### config.mk
export PLATFORM = sky130hd
export DESIGN_NAME = line_pixel_packed_writer
export DESIGN_NICKNAME = d
export VERILOG_FILES = /design/src/hw/rtl/lppw_pkg.sv /design/src/hw/rtl/lppw_udiv.sv /design/src/hw/rtl/line_pixel_packed_writer.sv
export SDC_FILE = /design/constraint.sdc
export NUM_CORES = 2
export LEC_CHECK = 0
export BUFFER_PORTS_ARGS = -buffer_cell sky130_fd_sc_hd__buf_2
export CAP_MARGIN = 0
export CORE_AREA = 2 2 408 410
export CTS_CLUSTER_DIAMETER = 30
export CTS_CLUSTER_SIZE = 10
export DETAILED_ROUTE_END_ITERATION = 7
export DIE_AREA = 0 0 410 412
export PLACE_DENSITY = 0.55
export REMOVE_ABC_BUFFERS = 1
export SLEW_MARGIN = 25
export SYNTH_ARGS = -nofsm -noshare
export SYNTH_HDL_FRONTEND = slang
export SYNTH_SLANG_ARGS = --single-unit
### constraint.sdc
create_clock -name clk -period 10.1 [get_ports clk]
set_input_delay 0.505 -clock clk [delete_from_list [all_inputs] [get_ports clk]]
set_output_delay 0.505 -clock clk [all_outputs]
set_load 0.05 [all_outputs]
### src/hw/rtl/lppw_pkg.sv
// Shared constants for the line pixel packed writer.
`timescale 1ns / 1ps

package lppw_pkg;

  // Default sizes handed to the top level parameters
  localparam int DEF_COORD_BITS = 12;
  localparam int DEF_ADDR_BITS  = 24;

  // Fixed field widths
  localparam int IDX_W    = 12;
  localparam int COLOUR_W = 8;
  localparam int CFG_W    = 12;
  localparam int CFG_IDX_W = 3;
  localparam int DEPTH_W  = 2;

  // Register indexes on the configuration port
  localparam logic [CFG_IDX_W-1:0] CFG_SCREEN_WIDTH  = 3'd0;
  localparam logic [CFG_IDX_W-1:0] CFG_SCREEN_HEIGHT = 3'd1;
  localparam logic [CFG_IDX_W-1:0] CFG_LINE_PITCH    = 3'd2;
  localparam logic [CFG_IDX_W-1:0] CFG_PIXEL_DEPTH   = 3'd3;

  // Register reset values
  localparam logic [CFG_W-1:0]   RST_SCREEN_WIDTH  = 12'd640;
  localparam logic [CFG_W-1:0]   RST_SCREEN_HEIGHT = 12'd480;
  localparam logic [CFG_W-1:0]   RST_LINE_PITCH    = 12'd640;
  localparam logic [DEPTH_W-1:0] RST_PIXEL_DEPTH   = 2'd0;

  // Packing codes
  localparam logic [DEPTH_W-1:0] DEPTH_8BPP = 2'd0;
  localparam logic [DEPTH_W-1:0] DEPTH_4BPP = 2'd1;
  localparam logic [DEPTH_W-1:0] DEPTH_2BPP = 2'd2;
  localparam logic [DEPTH_W-1:0] DEPTH_1BPP = 2'd3;

  // Pixel masks per packing
  localparam logic [COLOUR_W-1:0] MASK_8BPP    = 8'hFF;
  localparam logic [COLOUR_W-1:0] MASK_4BPP    = 8'h0F;
  localparam logic [COLOUR_W-1:0] MASK_4BPP_HI = 8'hF0;
  localparam logic [COLOUR_W-1:0] MASK_2BPP    = 8'h03;
  localparam logic [COLOUR_W-1:0] MASK_1BPP    = 8'h01;

endpackage

### src/hw/rtl/lppw_udiv.sv
// Pipelined restoring divider, one quotient bit per stage.
`timescale 1ns / 1ps

module lppw_udiv #(
  parameter int N = 12
) (
  input  logic           clk,
  input  logic [2*N-1:0] dividend,
  input  logic [N-1:0]   divisor,
  output logic [N-1:0]   quotient
);

  // Work word: partial remainder in the high half, dividend bits then
  // quotient bits in the low half. Needs dividend < divisor * 2^N.
  logic [2*N-1:0] w_r [N];
  logic [N-1:0]   d_r [N];

  for (genvar i = 0; i < N; i++) begin : g_stage
    logic [2*N-1:0] w_in;
    logic [N-1:0]   d_in;
    logic [N:0]     t;
    logic [N:0]     diff;
    logic [2*N-1:0] w_nxt;

    if (i == 0) begin : g_first
      assign w_in = dividend;
      assign d_in = divisor;
    end else begin : g_next
      assign w_in = w_r[i-1];
      assign d_in = d_r[i-1];
    end

    always_comb begin
      t    = w_in[2*N-1:N-1];
      diff = t - {1'b0, d_in};
      if (t >= {1'b0, d_in}) begin
        w_nxt = {diff[N-1:0], w_in[N-2:0], 1'b1};
      end else begin
        w_nxt = {t[N-1:0], w_in[N-2:0], 1'b0};
      end
    end

    always_ff @(posedge clk) begin
      w_r[i] <= w_nxt;
      d_r[i] <= d_in;
    end
  end

  assign quotient = w_r[N-1][N-1:0];

endmodule

### src/hw/rtl/line_pixel_packed_writer.sv
// Top level: line point to masked frame-buffer byte write, fully pipelined.
`timescale 1ns / 1ps

// Takes one step of a line (endpoints, colour, step index) per clock and
// returns one masked byte write per step. busy stays low: every cycle
// accepts a transfer. The rate is set by a pipelined restoring divider, one
// quotient bit per stage, for each of x and y; three multipliers (x and y
// step scaling in stage 1, y times pitch in stage 3) sit in the pipeline.
// Each result shows on the out_ ports for one cycle with out_valid high and
// must be taken then. Configuration must be written by the user only with
// the pipeline empty; the block itself does not enforce it.
module line_pixel_packed_writer
  import lppw_pkg::*;
#(
  parameter int COORD_BITS = DEF_COORD_BITS,
  parameter int ADDR_BITS  = DEF_ADDR_BITS
) (
  input  logic                  clk,
  input  logic                  rst_n,

  input  logic                  start,
  output logic                  busy,
  input  logic [COORD_BITS-1:0] in_x_start,
  input  logic [COORD_BITS-1:0] in_y_start,
  input  logic [COORD_BITS-1:0] in_x_end,
  input  logic [COORD_BITS-1:0] in_y_end,
  input  logic [COLOUR_W-1:0]   in_colour,
  input  logic [IDX_W-1:0]      in_step_index,

  output logic                  out_valid,
  output logic                  out_write_enable,
  output logic [ADDR_BITS-1:0]  out_byte_offset,
  output logic [COLOUR_W-1:0]   out_bit_select,
  output logic [COLOUR_W-1:0]   out_bit_data,
  output logic                  out_last_step,
  output logic [COORD_BITS-1:0] out_line_length,

  input  logic                  cfg_we,
  input  logic [CFG_IDX_W-1:0]  cfg_index,
  input  logic [CFG_W-1:0]      cfg_wdata
);

  localparam int CW   = COORD_BITS;
  localparam int DW   = 2 * COORD_BITS;
  localparam int PW   = COORD_BITS + IDX_W;
  localparam int CMPW = (COORD_BITS > CFG_W) ? COORD_BITS : CFG_W;
  localparam int YPW  = COORD_BITS + CFG_W;
  localparam int SW   = YPW + 1;

  typedef struct packed {
    logic [CW-1:0]       xs;
    logic [CW-1:0]       ys;
    logic                sx;
    logic                sy;
    logic [COLOUR_W-1:0] colour;
    logic                draw;
    logic                last;
    logic [CW-1:0]       len;
  } sband_t;

  assign busy = 1'b0;

  // ---------------- configuration registers ----------------
  logic [CFG_W-1:0]   scr_w_r;
  logic [CFG_W-1:0]   scr_h_r;
  logic [CFG_W-1:0]   pitch_r;
  logic [DEPTH_W-1:0] depth_r;

  always_ff @(posedge clk) begin
    if (!rst_n) begin
      scr_w_r <= RST_SCREEN_WIDTH;
      scr_h_r <= RST_SCREEN_HEIGHT;
      pitch_r <= RST_LINE_PITCH;
      depth_r <= RST_PIXEL_DEPTH;
    end else if (cfg_we) begin
      case (cfg_index)
        CFG_SCREEN_WIDTH:  scr_w_r <= cfg_wdata;
        CFG_SCREEN_HEIGHT: scr_h_r <= cfg_wdata;
        CFG_LINE_PITCH:    pitch_r <= cfg_wdata;
        CFG_PIXEL_DEPTH:   depth_r <= cfg_wdata[DEPTH_W-1:0];
        default: ;
      endcase
    end
  end

  // ---------------- stage 0: deltas and magnitudes ----------------
  logic                in_xfer;
  logic [CW:0]         dx_nxt, dy_nxt;
  logic                s0_vld_r;
  logic [CW-1:0]       s0_xs_r, s0_ys_r, s0_adx_r, s0_ady_r;
  logic                s0_sx_r, s0_sy_r;
  logic [COLOUR_W-1:0] s0_colour_r;
  logic [IDX_W-1:0]    s0_idx_r;

  assign in_xfer = start && !busy;
  assign dx_nxt  = {1'b0, in_x_end} - {1'b0, in_x_start};
  assign dy_nxt  = {1'b0, in_y_end} - {1'b0, in_y_start};

  always_ff @(posedge clk) begin
    if (!rst_n) begin
      s0_vld_r <= 1'b0;
    end else begin
      s0_vld_r <= in_xfer;
    end
  end

  always_ff @(posedge clk) begin
    s0_xs_r     <= in_x_start;
    s0_ys_r     <= in_y_start;
    s0_sx_r     <= dx_nxt[CW];
    s0_sy_r     <= dy_nxt[CW];
    s0_adx_r    <= dx_nxt[CW] ? CW'(~dx_nxt + 1'b1) : dx_nxt[CW-1:0];
    s0_ady_r    <= dy_nxt[CW] ? CW'(~dy_nxt + 1'b1) : dy_nxt[CW-1:0];
    s0_colour_r <= in_colour;
    s0_idx_r    <= in_step_index;
  end

  // ---------------- stage 1: length and step scaling ----------------
  logic [CW-1:0] len_nxt;
  logic [PW-1:0] xprod_nxt, yprod_nxt;
  logic          s1_vld_r;
  logic [DW-1:0] s1_xdvd_r, s1_ydvd_r;
  sband_t        s1_sb_r;

  assign len_nxt   = (s0_adx_r > s0_ady_r) ? s0_adx_r : s0_ady_r;
  assign xprod_nxt = PW'(s0_adx_r) * PW'(s0_idx_r);
  assign yprod_nxt = PW'(s0_ady_r) * PW'(s0_idx_r);

  always_ff @(posedge clk) begin
    if (!rst_n) begin
      s1_vld_r <= 1'b0;
    end else begin
      s1_vld_r <= s0_vld_r;
    end
  end

  // products beyond 2*CW bits only occur on steps that are not drawn
  always_ff @(posedge clk) begin
    s1_xdvd_r      <= DW'(xprod_nxt);
    s1_ydvd_r      <= DW'(yprod_nxt);
    s1_sb_r.xs     <= s0_xs_r;
    s1_sb_r.ys     <= s0_ys_r;
    s1_sb_r.sx     <= s0_sx_r;
    s1_sb_r.sy     <= s0_sy_r;
    s1_sb_r.colour <= s0_colour_r;
    s1_sb_r.draw   <= CMPW'(s0_idx_r) < CMPW'(len_nxt);
    s1_sb_r.last   <= (len_nxt == '0) ||
                      ((CMPW + 1)'(s0_idx_r) + 1'b1 == (CMPW + 1)'(len_nxt));
    s1_sb_r.len    <= len_nxt;
  end

  // ---------------- divider stages ----------------
  logic [CW-1:0] qx, qy;
  logic [CW-1:0] dv_vld_r;
  sband_t        dv_sb_r [CW];

  lppw_udiv #(.N(CW)) u_div_x (
    .clk      (clk),
    .dividend (s1_xdvd_r),
    .divisor  (s1_sb_r.len),
    .quotient (qx)
  );

  lppw_udiv #(.N(CW)) u_div_y (
    .clk      (clk),
    .dividend (s1_ydvd_r),
    .divisor  (s1_sb_r.len),
    .quotient (qy)
  );

  always_ff @(posedge clk) begin
    if (!rst_n) begin
      dv_vld_r <= '0;
    end else begin
      dv_vld_r <= {dv_vld_r[CW-2:0], s1_vld_r};
    end
  end

  always_ff @(posedge clk) begin
    dv_sb_r[0] <= s1_sb_r;
    for (int i = 1; i < CW; i++) begin
      dv_sb_r[i] <= dv_sb_r[i-1];
    end
  end

  // ---------------- stage 2: point and clipping ----------------
  sband_t              dv_out;
  logic [CW-1:0]       x_nxt, y_nxt;
  logic                s2_vld_r, s2_we_r, s2_last_r;
  logic [CW-1:0]       s2_x_r, s2_y_r, s2_len_r;
  logic [COLOUR_W-1:0] s2_colour_r;

  assign dv_out = dv_sb_r[CW-1];
  // quotient of magnitudes equals the truncated signed quotient in magnitude
  assign x_nxt  = dv_out.sx ? (dv_out.xs - qx) : (dv_out.xs + qx);
  assign y_nxt  = dv_out.sy ? (dv_out.ys - qy) : (dv_out.ys + qy);

  always_ff @(posedge clk) begin
    if (!rst_n) begin
      s2_vld_r <= 1'b0;
    end else begin
      s2_vld_r <= dv_vld_r[CW-1];
    end
  end

  always_ff @(posedge clk) begin
    s2_x_r      <= x_nxt;
    s2_y_r      <= y_nxt;
    s2_we_r     <= dv_out.draw &&
                   (CMPW'(x_nxt) < CMPW'(scr_w_r)) &&
                   (CMPW'(y_nxt) < CMPW'(scr_h_r));
    s2_colour_r <= dv_out.colour;
    s2_last_r   <= dv_out.last;
    s2_len_r    <= dv_out.len;
  end

  // ---------------- stage 3: row offset and bit lanes ----------------
  logic [COLOUR_W-1:0] sel_nxt, dat_nxt;
  logic [2:0]          sh_nxt;
  logic                s3_vld_r, s3_we_r, s3_last_r;
  logic [YPW-1:0]      s3_row_r;
  logic [CW-1:0]       s3_xb_r, s3_len_r;
  logic [COLOUR_W-1:0] s3_sel_r, s3_dat_r;

  always_comb begin
    sh_nxt  = '0;
    sel_nxt = MASK_8BPP;
    dat_nxt = s2_colour_r;
    case (depth_r)
      DEPTH_8BPP: begin
        sel_nxt = MASK_8BPP;
        dat_nxt = s2_colour_r;
      end
      DEPTH_4BPP: begin
        sel_nxt = s2_x_r[0] ? MASK_4BPP_HI : MASK_4BPP;
        dat_nxt = s2_x_r[0] ? {s2_colour_r[3:0], 4'h0} : (s2_colour_r & MASK_4BPP);
      end
      DEPTH_2BPP: begin
        sh_nxt  = {s2_x_r[1:0], 1'b0};
        sel_nxt = MASK_2BPP << sh_nxt;
        dat_nxt = (s2_colour_r & MASK_2BPP) << sh_nxt;
      end
      DEPTH_1BPP: begin
        sh_nxt  = s2_x_r[2:0];
        sel_nxt = MASK_1BPP << sh_nxt;
        dat_nxt = (s2_colour_r & MASK_1BPP) << sh_nxt;
      end
      default: ;
    endcase
  end

  always_ff @(posedge clk) begin
    if (!rst_n) begin
      s3_vld_r <= 1'b0;
    end else begin
      s3_vld_r <= s2_vld_r;
    end
  end

  always_ff @(posedge clk) begin
    s3_row_r  <= YPW'(s2_y_r) * YPW'(pitch_r);
    s3_xb_r   <= s2_x_r >> depth_r;
    s3_sel_r  <= sel_nxt;
    s3_dat_r  <= dat_nxt;
    s3_we_r   <= s2_we_r;
    s3_last_r <= s2_last_r;
    s3_len_r  <= s2_len_r;
  end

  // ---------------- stage 4: output register ----------------
  logic [SW-1:0]        off_sum;
  logic                 out_valid_r, out_we_r, out_last_r;
  logic [ADDR_BITS-1:0] out_off_r;
  logic [COLOUR_W-1:0]  out_sel_r, out_dat_r;
  logic [CW-1:0]        out_len_r;

  assign off_sum = SW'(s3_row_r) + SW'(s3_xb_r);

  always_ff @(posedge clk) begin
    if (!rst_n) begin
      out_valid_r <= 1'b0;
    end else begin
      out_valid_r <= s3_vld_r;
    end
  end

  always_ff @(posedge clk) begin
    out_we_r   <= s3_we_r;
    out_off_r  <= s3_we_r ? ADDR_BITS'(off_sum) : '0;
    out_sel_r  <= s3_we_r ? s3_sel_r : '0;
    out_dat_r  <= s3_we_r ? s3_dat_r : '0;
    out_last_r <= s3_last_r;
    out_len_r  <= s3_len_r;
  end

  assign out_valid        = out_valid_r;
  assign out_write_enable = out_we_r;
  assign out_byte_offset  = out_off_r;
  assign out_bit_select   = out_sel_r;
  assign out_bit_data     = out_dat_r;
  assign out_last_step    = out_last_r;
  assign out_line_length  = out_len_r;

endmodule
==> results.sh <==
export IMPL_routedWlPerCell_um=15.9
export IMPL_cts_tree="done"
export IMPL_drt_pass1_iterations=7
export IMPL_syn_area_per_cell_um2=10.4
export IMPL_crit_required_ns=10.87
export IMPL_cts_root_buf="clkbuf_16"
export IMPL_fp_dieH_um=412
export IMPL_synth_cell_type_count=69
export IMPL_synth_edf_count=0
export IMPL_ant_nets=0
export IMPL_grtUsageTotal=0.173
export IMPL_cts_setup_buffers=0
export IMPL_drv_cap=0
export IMPL_syn_to_final_growth_pct=21.5
export IMPL_cts_max_path_buffers=4
export IMPL_design_core_area_um2=164000
export IMPL_cp_max_fo=16
export IMPL_cts_inserted_buffers=310
export IMPL_max_stage_delay_ns=0.75
export IMPL_grt_overflow_total=0
export IMPL_routed_wl_um=144000
export IMPL_ys_warn_count=0
export IMPL_grt_max_degree=56
export IMPL_cts_sinks=1515
export IMPL_arrival_ns=7.09
export IMPL_die_w_um=410
export IMPL_tightest_slew_ns=0.999
export IMPL_clk_pin_slew_worst_paths_ns=0.05
export IMPL_grt_pass1_vias=44200
export IMPL_cts_htree_levels=5
export IMPL_rsz0062_at_grt="no"
export IMPL_setup_tns_final_ns=0
export IMPL_synth_main_ff_cell="dfxtp_1"
export IMPL_port_buffers=141
export IMPL_period_minus_slack_ns=6.32
export IMPL_globalplace_congestion=0.845
export IMPL_fillCellCount=15000
export IMPL_clock_fmax_mhz=158
export IMPL_clk_insertion_delay_late_ns=0.90
export IMPL_dpl_hpwl_um=110000
export IMPL_drive_gt1_frac=0.114
export IMPL_grt_pass1_wl_um=232000
export IMPL_synth_seq_cells=1515
export IMPL_ios=143
export IMPL_final_common_cell="dfxtp_1"
export IMPL_die_area_um2=169000
export IMPL_hp_class="input pin to flip-flop"
export IMPL_end_kind="flip-flop"
export IMPL_most_common_layout_cells="1515 x dfxtp_1, 779 x inv_1, 619 x nand2_1"
export IMPL_outcome="finished, final reports clean"
export IMPL_ys_seq_area_frac=0.464
export IMPL_antenna_found_initial=1
export IMPL_finalSetupViolCount=0
export IMPL_core_rowCount=149
export IMPL_start_kind="flip-flop"
export IMPL_synth_area_leaders="dfxtp_1 46%, ha_1 11%, fa_1 10%"
export IMPL_crit_type="flip-flop to flip-flop"
export IMPL_crit_chain="buf_4 > nand2_1 > fa_1 > fa_1 > fa_1 > inv_1 > fa_1 > inv_1 > fa_1 > inv_1 > ha_1 > o21a_1 > o21ai_0 > a21oi_1 > o21ai_0 > a21oi_1 > or4_1 > a31o_2 > a21oi_1 > xnor2_1"
export IMPL_crit_path_frequent_cell="fa_1"
export IMPL_crit_family="adder cells"
export IMPL_vias=42600
export IMPL_nets=7681
export IMPL_finalClockSkew_ns=0.0975
export IMPL_yosysTopAreaCellShare=0.464
export IMPL_hold_viol_final=0
export IMPL_drt_iter0_drc=1946
export IMPL_relSlewSlack=0.325
export IMPL_async_flop_share=0
export IMPL_drc_errors=0
export IMPL_yosysTopAreaCell="dfxtp_1"
export IMPL_critPathSlowestCell="dfxtp_1"
export IMPL_crit_buf_inv=4
export IMPL_min_period_over_period=0.626
export IMPL_slew_violations=0
export IMPL_syn_inst=6290
export IMPL_start_util=0.398
export IMPL_vias_per_cell=4.68
export IMPL_synth_area_um2=65300
[metal layers]
layer | vias up | part of all wire | track usage
li1 | 21400 | - | -
met1 | 20000 | 0.44 | 0.209
met2 | 787 | 0.48 | 0.300
met3 | 326 | 0.040 | 0.0325
met4 | 0 | 0.035 | 0.0711
met5 | - | 0 | 0
[Yosys cell counts, types with 24 or more instances]
master and n:
mux2i_1 59, nand3_1 45, nor3_1 116, nand2b_1 45, nor4_1 24, a21o_1 94
a21oi_1 171, mux2_2 80, o31ai_1 61, o21a_1 84, inv_1 779, nand2_1 619
xnor2_1 216, dfxtp_1 1515, or3_1 24, nor2_1 275, xor2_1 89, a211oi_1 39
a21boi_0 51, and2_1 212, fa_1 327, nand4_1 71, o21ai_0 218, o21bai_1 32
ha_1 583, clkbuf_1 132, nor2b_1 105
[worst reg2reg max path: cells and delay by family (launching register included)]
kind / cells / cell delay, ns
xor+xnor: 1 / 0.14
buf+inv: 4 / 0.54
compound gates: 7 / 1.37
flops: 1 / 0.75
simple gates: 2 / 0.58
fa+ha+maj: 6 / 2.90
[per-stage QoR]
| step | setup slack, ns | cells | utilization | instance area, um^2 | hold WS, ns |
|---|---|---|---|---|---|
| 2_1_floorplan | 4.51 | 6140 | - | 64700 | 0.310 |
| 3_3_place_gp | 3.85 | 8503 | 0.417 | 68500 | 0.310 |
| 3_5_place_dp | 3.80 | 8503 | 0.417 | 68500 | 0.312 |
| 4_1_cts | 3.81 | 9088 | 0.483 | 79400 | 0.0707 |
| 5_1_grt | 3.46 | 9089 | 0.483 | 79400 | 0.110 |
| 6_report | 3.78 | 9090 | 0.483 | 79400 | 0.140 |
[layout make-up]
| cell class | instances | area (um^2) | area share |
|---|---|---|---|
| sequential | 1515 | 30300 | 0.382 |
| timing repair buffer | 232 | 1530 | 0.0193 |
| clock buffer | 388 | 8570 | 0.108 |
| multi-input combinational | 3845 | 31500 | 0.397 |
| clock inverter | 140 | 1760 | 0.0222 |
| inverter | 780 | 2930 | 0.0369 |
| antenna | 1 | 2.50 | 0.0000315 |
| tap | 2189 | 2740 | 0.0345 |
[what timing repair did]
item                                   CTS  global route
endpoints found under the hold margin   83             0
hold buffers                            57             0
resized for setup                        0             0
[path summary, 6_finish.rpt]
path                           start            endpoint  slack, ns  cells past startpoint
hold reg to reg   u_div_x.w_r[1][31]  u_div_x.w_r[1][56]       0.28                      0
hold / removal                cfg_we          depth_r[1]       0.14                      4
setup reg to reg         s0_idx_r[5]       s1_ydvd_r[22]       3.78                     20
setup / recovery         s0_idx_r[5]       s1_ydvd_r[22]       3.78                     20
[state kept, by name, summed over array words and instances, names as in the netlist, 24 cells and up]
signal           flops
s3_row_r            24
out_byte_offset     24
s1_xdvd_r           24
u_div_x.w_r        276
s1_ydvd_r           24
u_div_y.w_r        276
dv_sb_r            529
u_div_y.d_r         47
s1_sb_r             48
[kinds of logic (layout without fill, tap and decap cells)]
logic type | after synthesis | in the layout | share of synthesized area
other | 1 | 2 | 0.0000574
muxes | 145 | 145 | 0.0249
adders and majority gates | 910 | 910 | 0.212
buffers and inverters | 930 | 1540 | 0.0537
AOI/OAI and AO/OA | 891 | 891 | 0.0880
xor gates and xnor gates | 305 | 305 | 0.0409
and+or+nand+nor | 1593 | 1593 | 0.116
DFF | 1515 | 1515 | 0.464
Power is left out: the tool's default activity adds up to more than one toggle a clock period on the data nets, which glitch-free logic cannot reach.
